**src/rtl/coap_pkg.sv**
```systemverilog
// ----------------------------------------------------------------------------
// coap_pkg
// Shared types and constants of the CoAP message parser.
// ----------------------------------------------------------------------------
package coap_pkg;

	localparam int QDEPTH = 4;
	localparam int QAW    = $clog2(QDEPTH);
	localparam int QCW    = $clog2(QDEPTH + 1);

	localparam int CFG_IDX_W  = 1;
	localparam int CFG_DATA_W = 4;

	typedef enum logic [CFG_IDX_W-1:0] {
		CFG_VERSION   = 1'b0,
		CFG_TOKEN_MAX = 1'b1
	} cfg_reg_t;

	typedef enum logic [3:0] {
		PH_HDR   = 4'd0,
		PH_CODE  = 4'd1,
		PH_MID0  = 4'd2,
		PH_MID1  = 4'd3,
		PH_TOK   = 4'd4,
		PH_OPT   = 4'd5,
		PH_DEXT  = 4'd6,
		PH_LEXT  = 4'd7,
		PH_VAL   = 4'd8,
		PH_PAY   = 4'd9,
		PH_DRAIN = 4'd10
	} phase_t;

	typedef enum logic [3:0] {
		K_HEADER  = 4'd0,
		K_CODE    = 4'd1,
		K_MSGID   = 4'd2,
		K_TOKEN   = 4'd3,
		K_OPTHDR  = 4'd4,
		K_OPTEXT  = 4'd5,
		K_OPTVAL  = 4'd6,
		K_MARKER  = 4'd7,
		K_PAYLOAD = 4'd8
	} kind_t;

	typedef enum logic [2:0] {
		E_OK      = 3'd0,
		E_SHORT   = 3'd1,
		E_VERSION = 3'd2,
		E_TOKLEN  = 3'd3,
		E_TOKCUT  = 3'd4,
		E_DELTA   = 3'd5,
		E_LENGTH  = 3'd6,
		E_VALCUT  = 3'd7
	} err_t;

	// pre-decoded byte, front to back
	typedef struct packed {
		logic [7:0] data;
		logic       last;
		logic       marker;
		logic       hi_ext;
		logic       hi_rsv;
		logic       lo_rsv;
	} pre_t;

endpackage

```
**src/rtl/coap_ifs.sv**
```systemverilog
// ----------------------------------------------------------------------------
// coap_ifs
// Channel interfaces: input bytes, parse results, configuration writes.
// ----------------------------------------------------------------------------
interface coap_byte_if;
	logic       valid;
	logic       ready;
	logic [7:0] data_byte;
	logic       last_byte;

	modport source (output valid, data_byte, last_byte, input ready);
	modport sink   (input valid, data_byte, last_byte, output ready);
endinterface

interface coap_result_if;
	logic        valid;
	logic        ready;
	logic [3:0]  byte_kind;
	logic [7:0]  byte_value;
	logic [15:0] option_number;
	logic [15:0] option_length;
	logic [15:0] message_id;
	logic [2:0]  err_status;
	logic        message_end;

	modport source (output valid, byte_kind, byte_value, option_number, option_length,
		message_id, err_status, message_end, input ready);
	modport sink   (input valid, byte_kind, byte_value, option_number, option_length,
		message_id, err_status, message_end, output ready);
endinterface

interface coap_cfg_if;
	logic                           valid;
	logic                           ready;
	logic [coap_pkg::CFG_IDX_W-1:0] index;
	logic [coap_pkg::CFG_DATA_W-1:0] data;

	modport source (output valid, index, data, input ready);
	modport sink   (input valid, index, data, output ready);
endinterface

```
**src/rtl/coap_message_parser.sv**
```systemverilog
// ----------------------------------------------------------------------------
// coap_message_parser
// CoAP message parser: labels each byte of a message with its role.
//
// byte_in carries one message byte per transaction with last_byte on the
// final byte. result_out gives one transaction per input byte, in order,
// with the byte kind, running option number, option length, message id,
// sticky error code and message_end. cfg writes expected_version (index 0)
// and max_token_length (index 1); it is always ready. cfg is to be
// written only while the parser is idle; the block does not enforce this.
// An input byte passes through the queue and then the result register before
// its result is valid. One byte is taken per cycle while the queue is not
// full: the front stage pre-decodes into a four-entry queue and the parser
// state machine retires one entry per cycle into the result register while
// result_out is not stalled. When result_out stalls, the queue fills and
// byte_in.ready drops once it is full. Reset clears all message state and
// sets the registers to version 1 and token length limit 8.
// ----------------------------------------------------------------------------
module coap_message_parser (
	input  logic          clk,
	input  logic          arst_n,
	coap_byte_if.sink     byte_in,
	coap_result_if.source result_out,
	coap_cfg_if.sink      cfg
);
	import coap_pkg::*;

	logic q_full;
	logic q_push;
	pre_t q_wdata;
	logic q_pop;
	logic q_nonempty;
	pre_t q_rdata;

	coap_front u_front (
		.byte_in (byte_in),
		.q_full  (q_full),
		.q_push  (q_push),
		.q_wdata (q_wdata)
	);

	coap_fifo u_fifo (
		.clk      (clk),
		.arst_n   (arst_n),
		.push     (q_push),
		.wdata    (q_wdata),
		.full     (q_full),
		.pop      (q_pop),
		.nonempty (q_nonempty),
		.rdata    (q_rdata)
	);

	coap_back u_back (
		.clk        (clk),
		.arst_n     (arst_n),
		.q_nonempty (q_nonempty),
		.q_rdata    (q_rdata),
		.q_pop      (q_pop),
		.cfg        (cfg),
		.result_out (result_out)
	);

endmodule

```
**src/rtl/coap_front.sv**
```systemverilog
// ----------------------------------------------------------------------------
// coap_front
// Accepts input bytes and pre-decodes nibble classes into the queue.
// ----------------------------------------------------------------------------
module coap_front (
	coap_byte_if.sink       byte_in,
	input  logic            q_full,
	output logic            q_push,
	output coap_pkg::pre_t  q_wdata
);
	import coap_pkg::*;

	logic [3:0] hi;
	logic [3:0] lo;

	assign hi = byte_in.data_byte[7:4];
	assign lo = byte_in.data_byte[3:0];

	assign byte_in.ready = !q_full;
	assign q_push        = byte_in.valid && !q_full;

	always_comb begin
		q_wdata.data   = byte_in.data_byte;
		q_wdata.last   = byte_in.last_byte;
		q_wdata.marker = (byte_in.data_byte == 8'hFF);
		q_wdata.hi_ext = (hi inside {4'd13, 4'd14});
		q_wdata.hi_rsv = (hi == 4'd15);
		q_wdata.lo_rsv = (lo == 4'd15);
	end

endmodule

```
**src/rtl/coap_fifo.sv**
```systemverilog
// ----------------------------------------------------------------------------
// coap_fifo
// Short queue between front and back.
// ----------------------------------------------------------------------------
module coap_fifo (
	input  logic           clk,
	input  logic           arst_n,
	input  logic           push,
	input  coap_pkg::pre_t wdata,
	output logic           full,
	input  logic           pop,
	output logic           nonempty,
	output coap_pkg::pre_t rdata
);
	import coap_pkg::*;

	pre_t           mem_q [QDEPTH];
	logic [QAW-1:0] wptr_q;
	logic [QAW-1:0] rptr_q;
	logic [QCW-1:0] count_q;

	assign full     = (count_q == QCW'(QDEPTH));
	assign nonempty = (count_q != '0);
	assign rdata    = mem_q[rptr_q];

	always_ff @(posedge clk) begin
		if (push) begin
			mem_q[wptr_q] <= wdata;
		end
	end

	always_ff @(posedge clk or negedge arst_n) begin
		if (!arst_n) begin
			wptr_q  <= '0;
			rptr_q  <= '0;
			count_q <= '0;
		end else begin
			if (push) wptr_q <= wptr_q + 1'b1;
			if (pop)  rptr_q <= rptr_q + 1'b1;
			if (push && !pop)      count_q <= count_q + 1'b1;
			else if (!push && pop) count_q <= count_q - 1'b1;
		end
	end

`ifndef ASSERT_OFF
	a_count_bound: assert property (@(posedge clk) disable iff (!arst_n)
		count_q <= QCW'(QDEPTH)) else $error("queue count over depth");
	a_pop_nonempty: assert property (@(posedge clk) disable iff (!arst_n)
		pop |-> count_q != '0) else $error("pop from empty queue");
	a_push_grows: assert property (@(posedge clk) disable iff (!arst_n)
		(push && !pop) |=> count_q == $past(count_q) + 1'b1) else $error("push lost");
`endif

endmodule

```
**src/rtl/coap_back.sv**
```systemverilog
// ----------------------------------------------------------------------------
// coap_back
// Parser state machine and result register; holds the configuration registers.
// ----------------------------------------------------------------------------
module coap_back (
	input  logic           clk,
	input  logic           arst_n,
	input  logic           q_nonempty,
	input  coap_pkg::pre_t q_rdata,
	output logic           q_pop,
	coap_cfg_if.sink       cfg,
	coap_result_if.source  result_out
);
	import coap_pkg::*;

	function automatic logic [8:0] ext_bias(input logic [3:0] nib);
		return (nib == 4'd13) ? 9'd13 : 9'd269;
	endfunction

	// configuration
	logic [1:0] ver_q;
	logic [3:0] tmax_q;

	// message state
	phase_t      ph_q, ph_n;
	logic [1:0]  hc_q, hc_n;
	logic [3:0]  tok_q, tok_n;
	logic [3:0]  dn_q, dn_n;
	logic [3:0]  ln_q, ln_n;
	logic [15:0] ext_q, ext_n;
	logic [15:0] run_q, run_n;
	logic [16:0] vr_q, vr_n;
	logic [15:0] id_q, id_n;
	err_t        err_q, err_n;

	// result register
	logic        ovalid_q;
	kind_t       kind_q;
	logic [7:0]  byte_q;
	logic [15:0] onum_q;
	logic [15:0] olen_q;
	logic [15:0] oid_q;
	err_t        oerr_q;
	logic        oend_q;

	logic [7:0]  b;
	logic [15:0] ext_shift;
	logic        do_begin;
	logic [3:0]  bnib;
	logic        do_set;
	logic [16:0] slen;
	logic        rs;
	err_t        rcode;
	err_t        lcode;
	kind_t       kind;
	logic [15:0] olen;

	assign b         = q_rdata.data;
	assign ext_shift = {ext_q[7:0], b};
	assign q_pop     = q_nonempty && (!ovalid_q || result_out.ready);
	assign cfg.ready = 1'b1;

	always_comb begin
		ph_n  = ph_q;
		hc_n  = hc_q;
		tok_n = tok_q;
		dn_n  = dn_q;
		ln_n  = ln_q;
		ext_n = ext_q;
		run_n = run_q;
		vr_n  = vr_q;
		id_n  = id_q;
		err_n = err_q;
		do_begin = 1'b0;
		bnib     = ln_q;
		do_set   = 1'b0;
		slen     = '0;
		rs       = 1'b0;
		rcode    = E_OK;
		lcode    = E_OK;
		case (ph_q)
			PH_HDR: begin
				tok_n = b[3:0];
				ph_n  = PH_CODE;
				if (b[7:6] != ver_q) begin
					rs = 1'b1; rcode = E_VERSION;
				end else if (b[3:0] > tmax_q) begin
					rs = 1'b1; rcode = E_TOKLEN;
				end
			end
			PH_CODE: ph_n = PH_MID0;
			PH_MID0: begin
				id_n = {b, 8'h00};
				ph_n = PH_MID1;
			end
			PH_MID1: begin
				id_n = {id_q[15:8], b};
				ph_n = (tok_q != '0) ? PH_TOK : PH_OPT;
			end
			PH_TOK: begin
				tok_n = tok_q - 1'b1;
				if (tok_q == 4'd1) ph_n = PH_OPT;
			end
			PH_OPT: begin
				if (q_rdata.marker) begin
					ph_n = PH_PAY;
				end else begin
					dn_n  = b[7:4];
					ln_n  = b[3:0];
					ext_n = '0;
					if (q_rdata.hi_rsv) begin
						rs = 1'b1; rcode = E_DELTA;
					end else if (q_rdata.lo_rsv) begin
						rs = 1'b1; rcode = E_LENGTH;
					end else if (q_rdata.hi_ext) begin
						hc_n = b[5:4];
						ph_n = PH_DEXT;
					end else begin
						run_n    = run_q + {12'd0, b[7:4]};
						do_begin = 1'b1;
						bnib     = b[3:0];
					end
				end
			end
			PH_DEXT: begin
				ext_n = ext_shift;
				hc_n  = hc_q - 1'b1;
				if (hc_q == 2'd1) begin
					run_n    = run_q + ext_shift + {7'd0, ext_bias(dn_q)};
					ext_n    = '0;
					do_begin = 1'b1;
				end
			end
			PH_LEXT: begin
				ext_n = ext_shift;
				hc_n  = hc_q - 1'b1;
				if (hc_q == 2'd1) begin
					do_set = 1'b1;
					slen   = {1'b0, ext_shift} + {8'd0, ext_bias(ln_q)};
				end
			end
			PH_VAL: begin
				vr_n = vr_q - 1'b1;
				if (vr_q == 17'd1) ph_n = PH_OPT;
			end
			default: ;
		endcase

		if (do_begin) begin
			if (bnib inside {4'd13, 4'd14}) begin
				hc_n  = bnib[1:0];
				ext_n = '0;
				ph_n  = PH_LEXT;
			end else begin
				do_set = 1'b1;
				slen   = {13'd0, bnib};
			end
		end
		if (do_set) begin
			vr_n  = slen;
			ext_n = slen[16] ? 16'hFFFF : slen[15:0];
			ph_n  = (slen != '0) ? PH_VAL : PH_OPT;
		end
		if (rs) begin
			if (err_q == E_OK) err_n = rcode;
			ph_n = PH_DRAIN;
		end

		if (q_rdata.last) begin
			case (ph_n)
				PH_CODE, PH_MID0, PH_MID1: lcode = E_SHORT;
				PH_TOK:                    lcode = E_TOKCUT;
				PH_DEXT:                   lcode = E_DELTA;
				PH_LEXT:                   lcode = E_LENGTH;
				PH_VAL:                    lcode = E_VALCUT;
				default:                   lcode = E_OK;
			endcase
		end
		if (lcode != E_OK) begin
			if (err_n == E_OK) err_n = lcode;
			ph_n = PH_DRAIN;
		end
	end

	always_comb begin
		case (ph_q)
			PH_HDR:           kind = K_HEADER;
			PH_CODE:          kind = K_CODE;
			PH_MID0, PH_MID1: kind = K_MSGID;
			PH_TOK:           kind = K_TOKEN;
			PH_OPT:           kind = q_rdata.marker ? K_MARKER : K_OPTHDR;
			PH_DEXT, PH_LEXT: kind = K_OPTEXT;
			PH_VAL:           kind = K_OPTVAL;
			default:          kind = K_PAYLOAD;
		endcase
		olen = (ph_n == PH_DEXT || ph_n == PH_LEXT) ? 16'd0 : ext_n;
	end

	always_ff @(posedge clk or negedge arst_n) begin
		if (!arst_n) begin
			ver_q  <= 2'd1;
			tmax_q <= 4'd8;
		end else if (cfg.valid) begin
			case (cfg.index)
				CFG_VERSION:   ver_q  <= cfg.data[1:0];
				CFG_TOKEN_MAX: tmax_q <= cfg.data[3:0];
				default: ;
			endcase
		end
	end

	always_ff @(posedge clk or negedge arst_n) begin
		if (!arst_n) begin
			ph_q  <= PH_HDR;
			hc_q  <= '0;
			tok_q <= '0;
			dn_q  <= '0;
			ln_q  <= '0;
			ext_q <= '0;
			run_q <= '0;
			vr_q  <= '0;
			id_q  <= '0;
			err_q <= E_OK;
		end else if (q_pop) begin
			if (q_rdata.last) begin
				ph_q  <= PH_HDR;
				hc_q  <= '0;
				tok_q <= '0;
				dn_q  <= '0;
				ln_q  <= '0;
				ext_q <= '0;
				run_q <= '0;
				vr_q  <= '0;
				id_q  <= '0;
				err_q <= E_OK;
			end else begin
				ph_q  <= ph_n;
				hc_q  <= hc_n;
				tok_q <= tok_n;
				dn_q  <= dn_n;
				ln_q  <= ln_n;
				ext_q <= ext_n;
				run_q <= run_n;
				vr_q  <= vr_n;
				id_q  <= id_n;
				err_q <= err_n;
			end
		end
	end

	always_ff @(posedge clk or negedge arst_n) begin
		if (!arst_n) begin
			ovalid_q <= 1'b0;
		end else if (q_pop) begin
			ovalid_q <= 1'b1;
		end else if (result_out.ready) begin
			ovalid_q <= 1'b0;
		end
	end

	always_ff @(posedge clk) begin
		if (q_pop) begin
			kind_q <= kind;
			byte_q <= b;
			onum_q <= run_n;
			olen_q <= olen;
			oid_q  <= id_n;
			oerr_q <= err_n;
			oend_q <= q_rdata.last;
		end
	end

	assign result_out.valid         = ovalid_q;
	assign result_out.byte_kind     = kind_q;
	assign result_out.byte_value    = byte_q;
	assign result_out.option_number = onum_q;
	assign result_out.option_length = olen_q;
	assign result_out.message_id    = oid_q;
	assign result_out.err_status    = oerr_q;
	assign result_out.message_end   = oend_q;

`ifndef ASSERT_OFF
	a_drain_has_error: assert property (@(posedge clk) disable iff (!arst_n)
		(ph_q == PH_DRAIN) |-> (err_q != E_OK)) else $error("drain without error");
	a_value_nonzero: assert property (@(posedge clk) disable iff (!arst_n)
		(ph_q == PH_VAL) |-> (vr_q != '0)) else $error("value phase with zero count");
	a_end_clears: assert property (@(posedge clk) disable iff (!arst_n)
		(q_pop && q_rdata.last) |=> (ph_q == PH_HDR && err_q == E_OK && run_q == '0))
		else $error("message state not cleared");
`endif

endmodule
```
**src/flat_wrapper.sv**
```systemverilog
// flat-port wrapper written by rule: the top's interface ports become plain ports
module coap_message_parser_flat import coap_pkg::*;
  (clk, arst_n, byte_in_valid, byte_in_data_byte, byte_in_last_byte, byte_in_ready, result_out_valid, result_out_byte_kind, result_out_byte_value, result_out_option_number, result_out_option_length, result_out_message_id, result_out_err_status, result_out_message_end, result_out_ready, cfg_valid, cfg_index, cfg_data, cfg_ready);
  coap_byte_if byte_in_i ();
  coap_result_if result_out_i ();
  coap_cfg_if cfg_i ();
  input  logic clk;
  input  logic arst_n;
  input wire logic [$bits(byte_in_i.valid)-1:0] byte_in_valid;
  input wire logic [$bits(byte_in_i.data_byte)-1:0] byte_in_data_byte;
  input wire logic [$bits(byte_in_i.last_byte)-1:0] byte_in_last_byte;
  output wire logic [$bits(byte_in_i.ready)-1:0] byte_in_ready;
  output wire logic [$bits(result_out_i.valid)-1:0] result_out_valid;
  output wire logic [$bits(result_out_i.byte_kind)-1:0] result_out_byte_kind;
  output wire logic [$bits(result_out_i.byte_value)-1:0] result_out_byte_value;
  output wire logic [$bits(result_out_i.option_number)-1:0] result_out_option_number;
  output wire logic [$bits(result_out_i.option_length)-1:0] result_out_option_length;
  output wire logic [$bits(result_out_i.message_id)-1:0] result_out_message_id;
  output wire logic [$bits(result_out_i.err_status)-1:0] result_out_err_status;
  output wire logic [$bits(result_out_i.message_end)-1:0] result_out_message_end;
  input wire logic [$bits(result_out_i.ready)-1:0] result_out_ready;
  input wire logic [$bits(cfg_i.valid)-1:0] cfg_valid;
  input wire logic [$bits(cfg_i.index)-1:0] cfg_index;
  input wire logic [$bits(cfg_i.data)-1:0] cfg_data;
  output wire logic [$bits(cfg_i.ready)-1:0] cfg_ready;
  assign byte_in_i.valid = byte_in_valid;
  assign byte_in_i.data_byte = byte_in_data_byte;
  assign byte_in_i.last_byte = byte_in_last_byte;
  assign byte_in_ready = byte_in_i.ready;
  assign result_out_valid = result_out_i.valid;
  assign result_out_byte_kind = result_out_i.byte_kind;
  assign result_out_byte_value = result_out_i.byte_value;
  assign result_out_option_number = result_out_i.option_number;
  assign result_out_option_length = result_out_i.option_length;
  assign result_out_message_id = result_out_i.message_id;
  assign result_out_err_status = result_out_i.err_status;
  assign result_out_message_end = result_out_i.message_end;
  assign result_out_i.ready = result_out_ready;
  assign cfg_i.valid = cfg_valid;
  assign cfg_i.index = cfg_index;
  assign cfg_i.data = cfg_data;
  assign cfg_ready = cfg_i.ready;
  coap_message_parser u_core (.clk(clk), .arst_n(arst_n), .byte_in(byte_in_i), .result_out(result_out_i), .cfg(cfg_i));
endmodule
```
**config.mk**
```make
export PLATFORM = sky130hd
export DESIGN_NAME = coap_message_parser_flat
export DESIGN_NICKNAME = d
export VERILOG_FILES = /design/src/rtl/coap_pkg.sv /design/src/rtl/coap_ifs.sv /design/src/rtl/coap_message_parser.sv /design/src/rtl/coap_front.sv /design/src/rtl/coap_fifo.sv /design/src/rtl/coap_back.sv /design/src/flat_wrapper.sv
export SDC_FILE = /design/constraint.sdc
export NUM_CORES = 1
export LEC_CHECK = 0
export ABC_CLOCK_PERIOD_IN_PS = 3650
export BUFFER_PORTS_ARGS = -buffer_cell sky130_fd_sc_hd__buf_2
export CAP_MARGIN = 25
export CORE_UTILIZATION = 55
export DETAILED_ROUTE_END_ITERATION = 10
export PLACE_DENSITY = 0.78
export SYNTH_ARGS = -nofsm -noshare
export SYNTH_HDL_FRONTEND = slang
export SYNTH_SLANG_ARGS = --single-unit
```
**constraint.sdc**
```tcl
create_clock -name clk -period 3.65 [get_ports clk]
set_input_delay 0.73 -clock clk [delete_from_list [all_inputs] [get_ports clk]]
set_output_delay 0.73 -clock clk [all_outputs]
set_load 0.03 [all_outputs]
```
==> results.md, run 1 <==
* DP HPWL at 22,300 um
* Worst setup EP type: flop
* Synth top area share at 0.297
* Initial antenna violation count at 0
* Final net count at 1,327
* Cell variety after synth at 77
* Clock latency on the worst-skew pair at between 500 and 600 ps
* Fraction of the mapped netlist area in simple logic gates at 0.141
* # port buffers at 84
* #FFs+latches synth at about 220
* PD cells at 849 mW/mm^2
* Arrival time worst endpoint at 3880 ps
* Final setup vio count at 0
* Main combinational cell family by area after synthesis: compound AO/OA/AOI/OAI gates
* Die X-Extent at 148 um
* Final Skew at 18.4 ps
* Max Fclk at between 200 and 300 MHz
* Cell taking the most area after synthesis: edfxtp_1
* Post-Route WL at 31,900 um
* Compound-gate portion of the synthesized area at 0.183
* GP Congestion at around 0.95
* Worst min path class: primary input to async pin
* Post-Synthesis Cells at roughly 1,100
* Commonest cells in the netlist: 116 x edfxtp_1, 100 x o21ai_0, 98 x dfrtp_1
* Routed vias at approximately 9,700
* Synth area leaders: edfxtp_1 30%, dfrtp_1 21%, ha_1 5.2%
* First-pass DRT Iterations at 5
* TNS Setup at 0 ps
* Outcome: completed
* Req. time, crit path at about 4000 ps
* Die area at ~0.022 sq mm
* Area growth syn-to-layout at 22.5%
* Main synth FF type: edfxtp_1
* Crit Path Max Fanout at 8
* Placeable core area at 0.0210 sq mm
* Fin crit period at 3620 ps
* CTS root buf: clkbuf_16
* Peak VDD IR at 0.000544 V
* Syn_nets at 1,156
* Mux cell area share after synthesis at 0.0435
* Post-synth design cell area at roughly 0.012 sq mm
* Top-Level Pins at 86
* Synth Area in XOR/XNOR at 0.0269
* Final worst path period share at 0.992
* Die span in y at 148 um
* Global Route Usage Sum at 0.291
* Initial DRC count at 1,006
* Ant. Diodes at 0
* Remaining DRCs at 0
* RSZ-0062 raised after global routing: true
* CP Launch Type: flop
* Slew Limit Fails at 0
* Fin. Hold Viols at 0
* Synth Area per Inst at between 10 and 15 sq um
* CP Class: flop to flop
* FFs w/ async S/R, synth at 0.463
* Routed vias/inst at 6.27
* Post-route ant nets at 0
* Pre-CTS setup slack at -163 ps
* Starting density of the core at 0.560
* Top-count cell post-synth: edfxtp_1
* Htree depth at 1
* Slew headroom at 0.402
* Max-cap violations at 0
* TritonCTS Buffers at 24
* Post-synthesis adder-cell area fraction at 0.0591
* Post-route setup slack at 27.6 ps
* Clk buf depth at 3
* Share of cells above drive strength 1 at 0.273
* Rows at 53
* Number of global-route vias before repair at 9,178
* Worst Tran Pin Value at 889 ps
* Clock transition at path regs at 60 ps
* Post-synth EDFFs at 116
* CTS tree: built
* Seq/Total Area, Yosys at 0.510
* First-pass GRT wire length at 49,700 um
* WL/cell at 20.6 um
* LEAKAGE at about 0.0060 uW
* Yosys Warn Count at 0
* Largest net degree at the start of global routing at 53
* Sink Count at 216
* Gr ovfl total at 0
[flip-flops by register name, summed over array words and instances (netlist names), 3 cells and up]
signal,count
u_core.u_back.dn_q,4
u_core.u_back.err_q,3
u_core.u_back.ext_q,16
u_core.u_back.id_q,16
u_core.u_back.ln_q,4
u_core.u_back.ph_q,4
u_core.u_back.result_out.byte_kind,4
u_core.u_back.result_out.byte_value,8
u_core.u_back.result_out.err_status,3
u_core.u_back.result_out.message_id,16
u_core.u_back.result_out.option_length,16
u_core.u_back.result_out.option_number,16
u_core.u_back.run_q,16
u_core.u_back.tmax_q,4
u_core.u_back.tok_q,4
u_core.u_back.vr_q,17
u_core.u_fifo.count_q,3
u_core.u_fifo.mem_q,52
[what timing repair did]
| action | 4_1_cts | 5_1_grt |
|---|---|---|
| pin swaps | 20 | 36 |
| gates resized for setup | 23 | 59 |
| hold buffers | 0 | 0 |
| cloned | 1 | 0 |
| setup buffers | 8 | 15 |
| endpoints found under the setup margin | 28 | 46 |
[cells by family after synthesis]
family | count (synthesis)
muxes | 33
AOI/OAI and AO/OA | 321
DFF | 216
adders and majority gates | 53
xor gates and xnor gates | 36
and+or+nand+nor | 322
buffers and inverters | 102
other | 1
[cell usage in the layout, fill, tap and decap left out, types with 10 or more instances in the layout]
master	instances
o21ai_0	94
clkbuf_16	25
mux4_2	13
ha_1	42
a21o_1	10
and3_1	10
xnor2_1	22
mux2_2	14
a21oi_1	40
and2_1	10
nor2_1	60
nand3_1	15
xor2_1	13
dfrtp_1	97
edfxtp_1	116
buf_4	104
nor2_2	17
nor3_1	32
buf_2	83
buf_6	11
inv_1	41
nand2b_1	12
a22o_1	48
a31oi_1	18
a22oi_1	20
nand2_1	94
[power breakdown]
part | total [uW] | switching, uW | internal (uW)
sequential | 3630 | 329 | 3300
clock | 2560 | 1010 | 1550
combinational | 6010 | 3590 | 2420
[through the flow]
| stage | hold WS, ps | cell area [sq um] | power [uW] | cells | utilization |
|---|---|---|---|---|---|
| after floorplan | 434 | 11700 | 7060 | 1084 | - |
| after global placement | 466 | 13000 | 8700 | 1479 | 0.619 |
| after detailed placement | 478 | 13000 | 8830 | 1481 | 0.621 |
| after CTS | 146 | 14000 | 11600 | 1534 | 0.670 |
| after global routing | 163 | 14400 | 12800 | 1548 | 0.686 |
| final | 145 | 14400 | 12200 | 1548 | 0.686 |
[metal layers]
metal | share of wire | wire length [um] | global-route usage
met1 | 0.41 | 13000 | 0.401
met4 | 0.037 | 1190 | 0.113
met2 | 0.48 | 15400 | 0.472
met5 | 0 | 0 | 0
met3 | 0.072 | 2290 | 0.0365
[final timing paths]
path                                                 startpoint                                                       to  slack, ps  depth (start not counted)
setup reg to reg            u_core.u_fifo.rptr_q[0]$_DFFE_PN0P_  u_core.u_back.result_out.option_length[4]$_SDFFCE_PP0P_         30                         14
setup / recovery            u_core.u_fifo.rptr_q[0]$_DFFE_PN0P_  u_core.u_back.result_out.option_length[4]$_SDFFCE_PP0P_         30                         14
hold / removal                                           arst_n                       u_core.u_back.run_q[6]$_DFFE_PN0P_        150                          1
max in group asynchronous                                arst_n                        u_core.u_back.vr_q[6]$_DFFE_PN0P_       2630                          3
min in group clk                              byte_in_last_byte                      u_core.u_fifo.mem_q[0][4]$_DFFE_PP_        430                          1
hold reg to reg            u_core.u_fifo.count_q[2]$_DFFE_PN0P_                     u_core.u_fifo.count_q[2]$_DFFE_PN0P_        490                          1
[cell type report]
class | count | area (sq um)
clock buffers | 28 | 647
clock inverters | 16 | 195
fillers | 1547 | 6570
inverters | 45 | 169
multi-input cells | 766 | 5630
flip-flops and latches | 216 | 5990
well taps | 275 | 344
repair buffers | 202 | 1400
[critical path, stage by stage, from the launching register on]
cell and delay [ps]:
dfrtp_2 430, buf_6 120, mux4_2 570, buf_6 160, buf_6 120, a211o_1 300, buf_4 180, o21ai_2 150
a21oi_2 90, nor4_4 290, and4_4 290, nand4_4 120, nor3_4 270, buf_6 190, nor2_2 60
Note: power is estimated with default switching activity, not from simulation.
==> run 2, diff against run 1 <==
--- a/config.mk
+++ b/config.mk
@@ -5,6 +5,7 @@
 export SDC_FILE = /design/constraint.sdc
 export NUM_CORES = 1
 export LEC_CHECK = 0
+export ABC_AREA = 1
 export ABC_CLOCK_PERIOD_IN_PS = 3650
 export BUFFER_PORTS_ARGS = -buffer_cell sky130_fd_sc_hd__buf_2
 export CAP_MARGIN = 25
==> run 2 against run 1 <==
Net effect: cell count rose by 17%; hold slack improved by 120 ps; clock power fell by 6%; synthesized cell count rose by 26%; register-to-register slack barely moved; synthesized area rose by 1.8%.
==> results.md, run 2 <==
* Commonest cells in the netlist: 298 x nand2_1, 180 x inv_1, 116 x edfxtp_1, 116 x o21ai_0, 98 x dfrtp_1
* Biggest regs: u_core.u_fifo.mem_q (52), u_core.u_back.vr_q (17)
* Post-synth design cell area at 0.0119 sq mm (+1.8%)
* Worst min path class: primary input to async pin
* FF-to-FF setup slack at 40 ps (about the same)
* First-pass DRT Iterations at 5 (unchanged)
* Area of the multi-input gates at 0.00532 sq mm (-5.6%)
* Fin. Hold Viols at 0 (unchanged)
* Rows at 53 (unchanged)
* LEAKAGE at 0.00664 uW (+9.9%)
* Largest net degree at the start of global routing at 75 (+42%)
* CTS root buf: clkbuf_16
* Req. time, crit path at 4100 ps (+190 ps)
* Reg-to-Reg End: u_core.u_back.run_q[11]$_DFFE_PN0P_
* CP Launch Type: flop
* Global Route Usage Sum at 0.281 (-0.0104)
* First-pass GRT wire length at 48,900 um (-1.6%)
* Initial antenna violation count at 0 (unchanged)
* Layout fillers at 1,660 (+7.3%)
* Post-CTS Hold Buffers at 0 (unchanged)
* Sink Count at 216 (unchanged)
* Final Skew at 10.3 ps (-8.17 ps)
* Seq/Total Area, Yosys at 0.501 (-0.00887)
* Placeable core area at 0.0212 sq mm (+0.95%)
* CTS tree: built
* DP HPWL at 22,100 um (-1.2%)
* R2R cell count at 28 (+14)
* Clock latency on the worst-skew pair at 520 ps (about the same)
* Final setup vio count at 0 (unchanged)
* Outcome: completed
* Clk buf depth at 3 (unchanged)
* RSZ-0062 raised after global routing: true
* Remaining DRCs at 0 (unchanged)
* Die span in y at 149 um (+0.87%)
* Commonest non-fill, non-tap cells in the layout: 282 x nand2_1, 173 x inv_1, 116 x edfxtp_1, 106 x o21ai_0, 96 x dfrtp_1
* Share of cells above drive strength 1 at 0.223 (-0.0506)
* Cell taking the most area after synthesis: edfxtp_1
* Most flops, register: u_core.u_fifo.mem_q
* #FFs+latches synth at 216 (unchanged)
* Synth Area per Inst at 8.76 sq um (-19%)
* TritonCTS Buffers at 24 (unchanged)
* Slowest CP cell: dfrtp_2
* # port buffers at 84 (unchanged)
* Top-count cell post-synth: nand2_1
* Slew headroom at 0.404 (+0.00228)
* Final non-filler cell total at 1,806 (+17%)
* Yosys Warn Count at 0 (unchanged)
* Area growth syn-to-layout at 19.7%
* Worst setup EP type: flop
* Layout Cell Area excl Fill at 0.0143 sq mm (-0.57%)
* Max-cap violations at 0 (unchanged)
* Synth top area share at 0.292 (-0.00516)
* Final worst path period share at 0.988 (-0.00398)
* Starting density of the core at 0.565 (+0.00455)
* Max FFs per register at 52 (unchanged)
* Routed vias/inst at 5.66 (-9.7%)
* Commonest non-fill, non-tap cell in the layout: nand2_1
* Number of global-route vias before repair at 9,579 (+4.4%)
* Arrival time worst endpoint at 4060 ps (+180 ps)
* FFs w/ async S/R, synth at 0.463 (unchanged)
* Post-synth EDFFs at 116 (unchanged)
* Final net count at 1,585 (+19%)
* Gr ovfl total at 0 (unchanged)
* Placed Cells incl. Taps at 1,747 (+18%)
* Final Power at 12,400 uW (+1.8%)
* Slew Limit Fails at 0 (unchanged)
* Cell variety after synth at 53 (-31%)
* Post-Synthesis Cells at 1,363 (+26%)
* Routed vias at 10,200 (+5.3%)
* Post-Route WL at 31,600 um (-0.91%)
* Clock transition at path regs at 60 ps (about the same)
* Synth area leaders: edfxtp_1 29%, dfrtp_1 21%, nand2_1 9.4%
* Ant. Diodes at 0 (unchanged)
* Worst r2r src: u_core.u_fifo.rptr_q[0]$_DFFE_PN0P_
* Die area at 0.0223 sq mm (+1.7%)
* Post-place instance area at 0.0130 sq mm (about the same)
* Max Fclk at 277 MHz (+0.40%)
* Post-route ant nets at 0 (unchanged)
* Crit path top cell by count: nand2_1
* Initial DRC count at 815 (-19%)
* WL/cell at 17.5 um (-15%)
* Die X-Extent at 149 um (+0.87%)
* PD cells at 868 mW/mm^2 (+2.3%)
* GP Congestion at 0.921 (-3.0%)
* Peak VDD IR at 0.000572 V (+5.2%)
* Main synth FF type: edfxtp_1
* Top-Level Pins at 86 (unchanged)
* Register Area at 0.00599 sq mm (about the same)
* Syn_nets at 1,435 (+24%)
* Worst Tran Pin Value at 894 ps (+4.78 ps)
* Htree depth at 1 (unchanged)
* CP Class: flop to flop
* Fin crit period at 3610 ps (-14.5 ps)
* Crit path largest cell delay at 460 ps (-110 ps)
* Crit Path Max Fanout at 8 (unchanged)
-- run 2: layout make-up --
class,count,share of cell area
well taps,275,0.0241
flip-flops and latches,216,0.419
clock inverters,16,0.0111
repair buffers,159,0.0735
clock buffers,28,0.0445
multi-input cells,903,0.372
inverters,209,0.0560
-- run 2: through the flow --
stage	hold WS (ps)	utilization	TNS, ps	setup slack [ps]
after floorplan	434	-	0	142
after global placement	467	0.614	0	95.2
after detailed placement	476	0.615	-86.3	-29.0
after CTS	281	0.653	0	38.4
after global routing	312	0.676	-2400	-230
final	269	0.676	0	42.1
-- run 2: cell families (layout without fill, tap and decap cells) --
kind of cell,count (synthesis),count (layout),synth area share
buffers and inverters,244,412,0.0820
other,1,1,0.000314
xor gates and xnor gates,32,32,0.0235
DFF,216,216,0.501
adders and majority gates,53,53,0.0580
AOI/OAI and AO/OA,256,256,0.121
and+or+nand+nor,561,561,0.214
-- run 2: critical path: cells and delay by family (launching register included) --
kind	cells	cell delay, ps
buffers and inverters	6	580
AND/OR/NAND/NOR	12	900
flip-flops	1	460
AO/OA/AOI/OAI	7	890
adder cells (fa/ha/maj)	3	680
-- run 2: layer usage --
| metal | up-vias | wire (um) | GRT usage |
|---|---|---|---|
| met2 | 429 | 15100 | 0.461 |
| met1 | 4806 | 13000 | 0.365 |
| met4 | 0 | 1330 | 0.129 |
| li1 | 4889 | - | - |
| met5 | - | 0 | 0 |
| met3 | 98 | 2200 | 0.0437 |
-- run 2: how the worst max path moves through the flow --
stage / start / end / slack (ps)
after global placement: u_core.u_fifo.rptr_q[0]$_DFFE_PN0P_ / u_core.u_back.run_q[15]$_DFFE_PN0P_ / 100
final: u_core.u_fifo.rptr_q[0]$_DFFE_PN0P_ / u_core.u_back.run_q[11]$_DFFE_PN0P_ / 40
after global routing: u_core.u_fifo.rptr_q[0]$_DFFE_PN0P_ / u_core.u_back.run_q[11]$_DFFE_PN0P_ / -230
after floorplan: u_core.u_fifo.rptr_q[0]$_DFFE_PN0P_ / u_core.u_back.result_out.option_number[15]$_DFFE_PP_ / 140
after CTS: u_core.u_fifo.rptr_q[0]$_DFFE_PN0P_ / u_core.u_back.result_out.option_length[0]$_SDFFCE_PP0P_ / 40
after detailed placement: u_core.u_fifo.rptr_q[0]$_DFFE_PN0P_ / u_core.u_back.run_q[15]$_DFFE_PN0P_ / -30
-- run 2: repair_timing --
| action | 4_1_cts | 5_1_grt |
|---|---|---|
| buffers inserted | 1 | 13 |
| setup endpoints to repair | 18 | 43 |
| pin swaps | 1 | 35 |
| resized for setup | 1 | 93 |
| cloned | 0 | 1 |
-- run 2: report_power, final --
part,leakage (uW),total (uW),internal (uW),switching [uW]
registers,0.00249,3650,3340,309
clock network,0.000371,2410,1410,1000
logic,0.00377,6360,2140,4220
total,0.00664,12400,6880,5530
==> run 3, diff against run 2 <==
--- a/config.mk
+++ b/config.mk
@@ -12,6 +12,7 @@
 export CORE_UTILIZATION = 55
 export DETAILED_ROUTE_END_ITERATION = 10
 export PLACE_DENSITY = 0.78
+export RECOVER_POWER = 25
 export SYNTH_ARGS = -nofsm -noshare
 export SYNTH_HDL_FRONTEND = slang
 export SYNTH_SLANG_ARGS = --single-unit
==> run 3 against run 2 <==
Net effect: non-clock buffer count unchanged; via count down 0.34%; utilization down 0.089 points; hold slack better by 150 ps; critical path depth unchanged; first-iteration DRC count up 0.37%; sequential cell count unchanged; critical endpoint unchanged; sequential share of layout area up 0.055 points; clock-buffer cell count unchanged.
==> results.md, run 3 (synthesized netlist as in run 2, its figures left out) <==
* Outcome: completed
* Initial antenna violation count at 0 (unchanged)
* DP HPWL at 22,100 um (unchanged)
* Worst setup EP type: flop
* First-pass GRT wire length at 48,900 um (unchanged)
* Remaining DRCs at 0 (unchanged)
* Reg-to-Reg End: u_core.u_back.run_q[11]$_DFFE_PN0P_
* Arrival time worst endpoint at 4060 ps (about the same)
* Post-CTS Hold Buffers at 0 (unchanged)
* Biggest regs: u_core.u_fifo.mem_q (52), u_core.u_back.vr_q (17)
* Max Fclk at 277 MHz (+0.11%)
* CP Launch Point: u_core.u_fifo.rptr_q[0]$_DFFE_PN0P_
* Crit path largest cell delay at 460 ps (about the same)
* Post-route ant nets at 0 (unchanged)
* Slew headroom at 0.0263 (-0.378)
* Max FFs per register at 52 (unchanged)
* Buf/Inv on CP at 6 (unchanged)
* Critical path endpoint: u_core.u_back.run_q[11]$_DFFE_PN0P_
* Clock transition at path regs at 60 ps (about the same)
* Hold wc startpoint: result_out_ready
* Sink Count at 216 (unchanged)
* Worst r2r src: u_core.u_fifo.rptr_q[0]$_DFFE_PN0P_
* Initial DRC count at 818 (+0.37%)
* Placed Cells incl. Taps at 1,747 (unchanged)
* CP Class: flop to flop
* Htree depth at 1 (unchanged)
* RSZ-0062 raised after global routing: true
* First-pass DRT Iterations at 5 (unchanged)
* Worst min path class: primary input to flop
* Die span in y at 149 um (unchanged)
* Rows at 53 (unchanged)
* Global Route Usage Sum at 0.281 (unchanged)
* FF-to-FF setup slack at 50 ps (about the same)
* Final worst path period share at 0.987 (-0.00107)
* WL/cell at 17.5 um (about the same)
* LEAKAGE at 0.00661 uW (-0.48%)
* Commonest non-fill, non-tap cells in the layout: 282 x nand2_1, 173 x inv_1, 116 x edfxtp_1, 106 x o21ai_0, 96 x dfrtp_1
* Placeable core area at 0.0212 sq mm (unchanged)
* Clock latency on the worst-skew pair at 530 ps (about the same)
* Final Skew at 11.9 ps (+1.65 ps)
* Fin. Hold Viols at 0 (unchanged)
* Routed vias/inst at 5.64 (-0.34%)
* R2R cell count at 28 (unchanged)
* Critical path's top delay family: compound AO/OA/AOI/OAI gates
* TritonCTS Buffers at 24 (unchanged)
* Most flops, register: u_core.u_fifo.mem_q
* Crit path top cell by count: nand2_1
* CTS tree: built
* Die X-Extent at 149 um (unchanged)
* Top-Level Pins at 86 (unchanged)
* Final setup vio count at 0 (unchanged)
* Final net count at 1,585 (unchanged)
* CP Launch Type: flop
* # port buffers at 84 (unchanged)
* Peak VDD IR at 0.000563 V (-1.7%)
* Share of cells above drive strength 1 at 0.215 (-0.00784)
* Final non-filler cell total at 1,806 (unchanged)
* Commonest non-fill, non-tap cell in the layout: nand2_1
* PD cells at 869 mW/mm^2 (about the same)
* Gr ovfl total at 0 (unchanged)
* Largest net degree at the start of global routing at 75 (unchanged)
* Number of global-route vias before repair at 9,579 (unchanged)
* Fin crit period at 3600 ps (-3.90 ps)
* Req. time, crit path at 4100 ps (about the same)
* Die area at 0.0223 sq mm (unchanged)
* Area growth syn-to-layout at 19.6%
* Utilization after layout at 0.675 (-0.000887)
* Ant. Diodes at 0 (unchanged)
* GP Congestion at 0.921 (unchanged)
* Slowest CP cell: dfrtp_2
* Clk buf depth at 3 (unchanged)
* Routed vias at 10,200 (-0.34%)
* Worst Tran Pin Value at 1460 ps (+567 ps)
* CP Depth at 28 (unchanged)
* Slew Limit Fails at 0 (unchanged)
* Starting density of the core at 0.565 (unchanged)
* Crit Path Max Fanout at 8 (unchanged)
* CTS root buf: clkbuf_16
* Max-cap violations at 0 (unchanged)
* Post-Route WL at 31,600 um (about the same)
run 3: routing by layer:
layer	part of all wire	GRT usage	wire, um
met2	0.47	0.461	15000
met5	0	0	0
met1	0.41	0.365	13000
met3	0.071	0.0437	2240
met4	0.044	0.129	1400
run 3: worst register-to-register path, delay by kind of cell, from the launching register on:
family / cells / cell delay (ps)
AOI/OAI and AO/OA: 7 / 890
and+or+nand+nor: 12 / 890
adders and majority gates: 3 / 680
buffers and inverters: 6 / 590
DFF: 1 / 460
run 3: layout make-up:
type	count	area [sq um]
fillers	1665	6870
clock buffers	28	637
repair buffers	159	1030
well taps	275	344
inverters	209	801
flip-flops and latches	216	5990
clock inverters	16	159
multi-input cells	903	5320
run 3: repair_timing:
item                       CTS  global route
pin swaps                    1            35
setup buffers                1            13
setup endpoints to repair   18            43
gates resized for setup      1            93
gates cloned                 0             1
run 3: per-stage QoR:
stage / area (sq um) / hold slack (ps) / total power [uW] / worst slack (ps) / setup TNS, ps
finish: 14300 / 417 / 12400 / 46.0 / 0
global route: 14300 / 437 / 13100 / -230 / -2400
CTS: 13800 / 281 / 11700 / 38.4 / 0
detailed placement: 13000 / 476 / 9270 / -29.0 / -86.3
global placement: 13000 / 467 / 9150 / 95.2 / 0
floorplan: 11900 / 434 / 7410 / 142 / 0
run 3: how the worst min path moves through the flow:
| stage | endpoint | slack [ps] | depth (start not counted) |
|---|---|---|---|
| 6_report | u_core.u_back.result_out.valid$_DFFE_PN0P_ | 420 | 2 |
| 5_1_grt | u_core.u_back.result_out.valid$_DFFE_PN0P_ | 440 | 2 |
| 4_1_cts | u_core.u_back.run_q[0]$_DFFE_PN0P_ | 280 | 1 |
| 3_5_place_dp | u_core.u_back.id_q[9]$_DFFE_PN0P_ | 480 | 2 |
| 3_3_place_gp | u_core.u_back.id_q[9]$_DFFE_PN0P_ | 470 | 2 |
| 2_1_floorplan | u_core.u_back.dn_q[0]$_DFFE_PN0P_ | 430 | 0 |
run 3: power by group:
part	internal, uW	switching, uW	total, uW
Combinational	2130	4210	6340
Clock	1410	1010	2410
Sequential	3340	310	3650
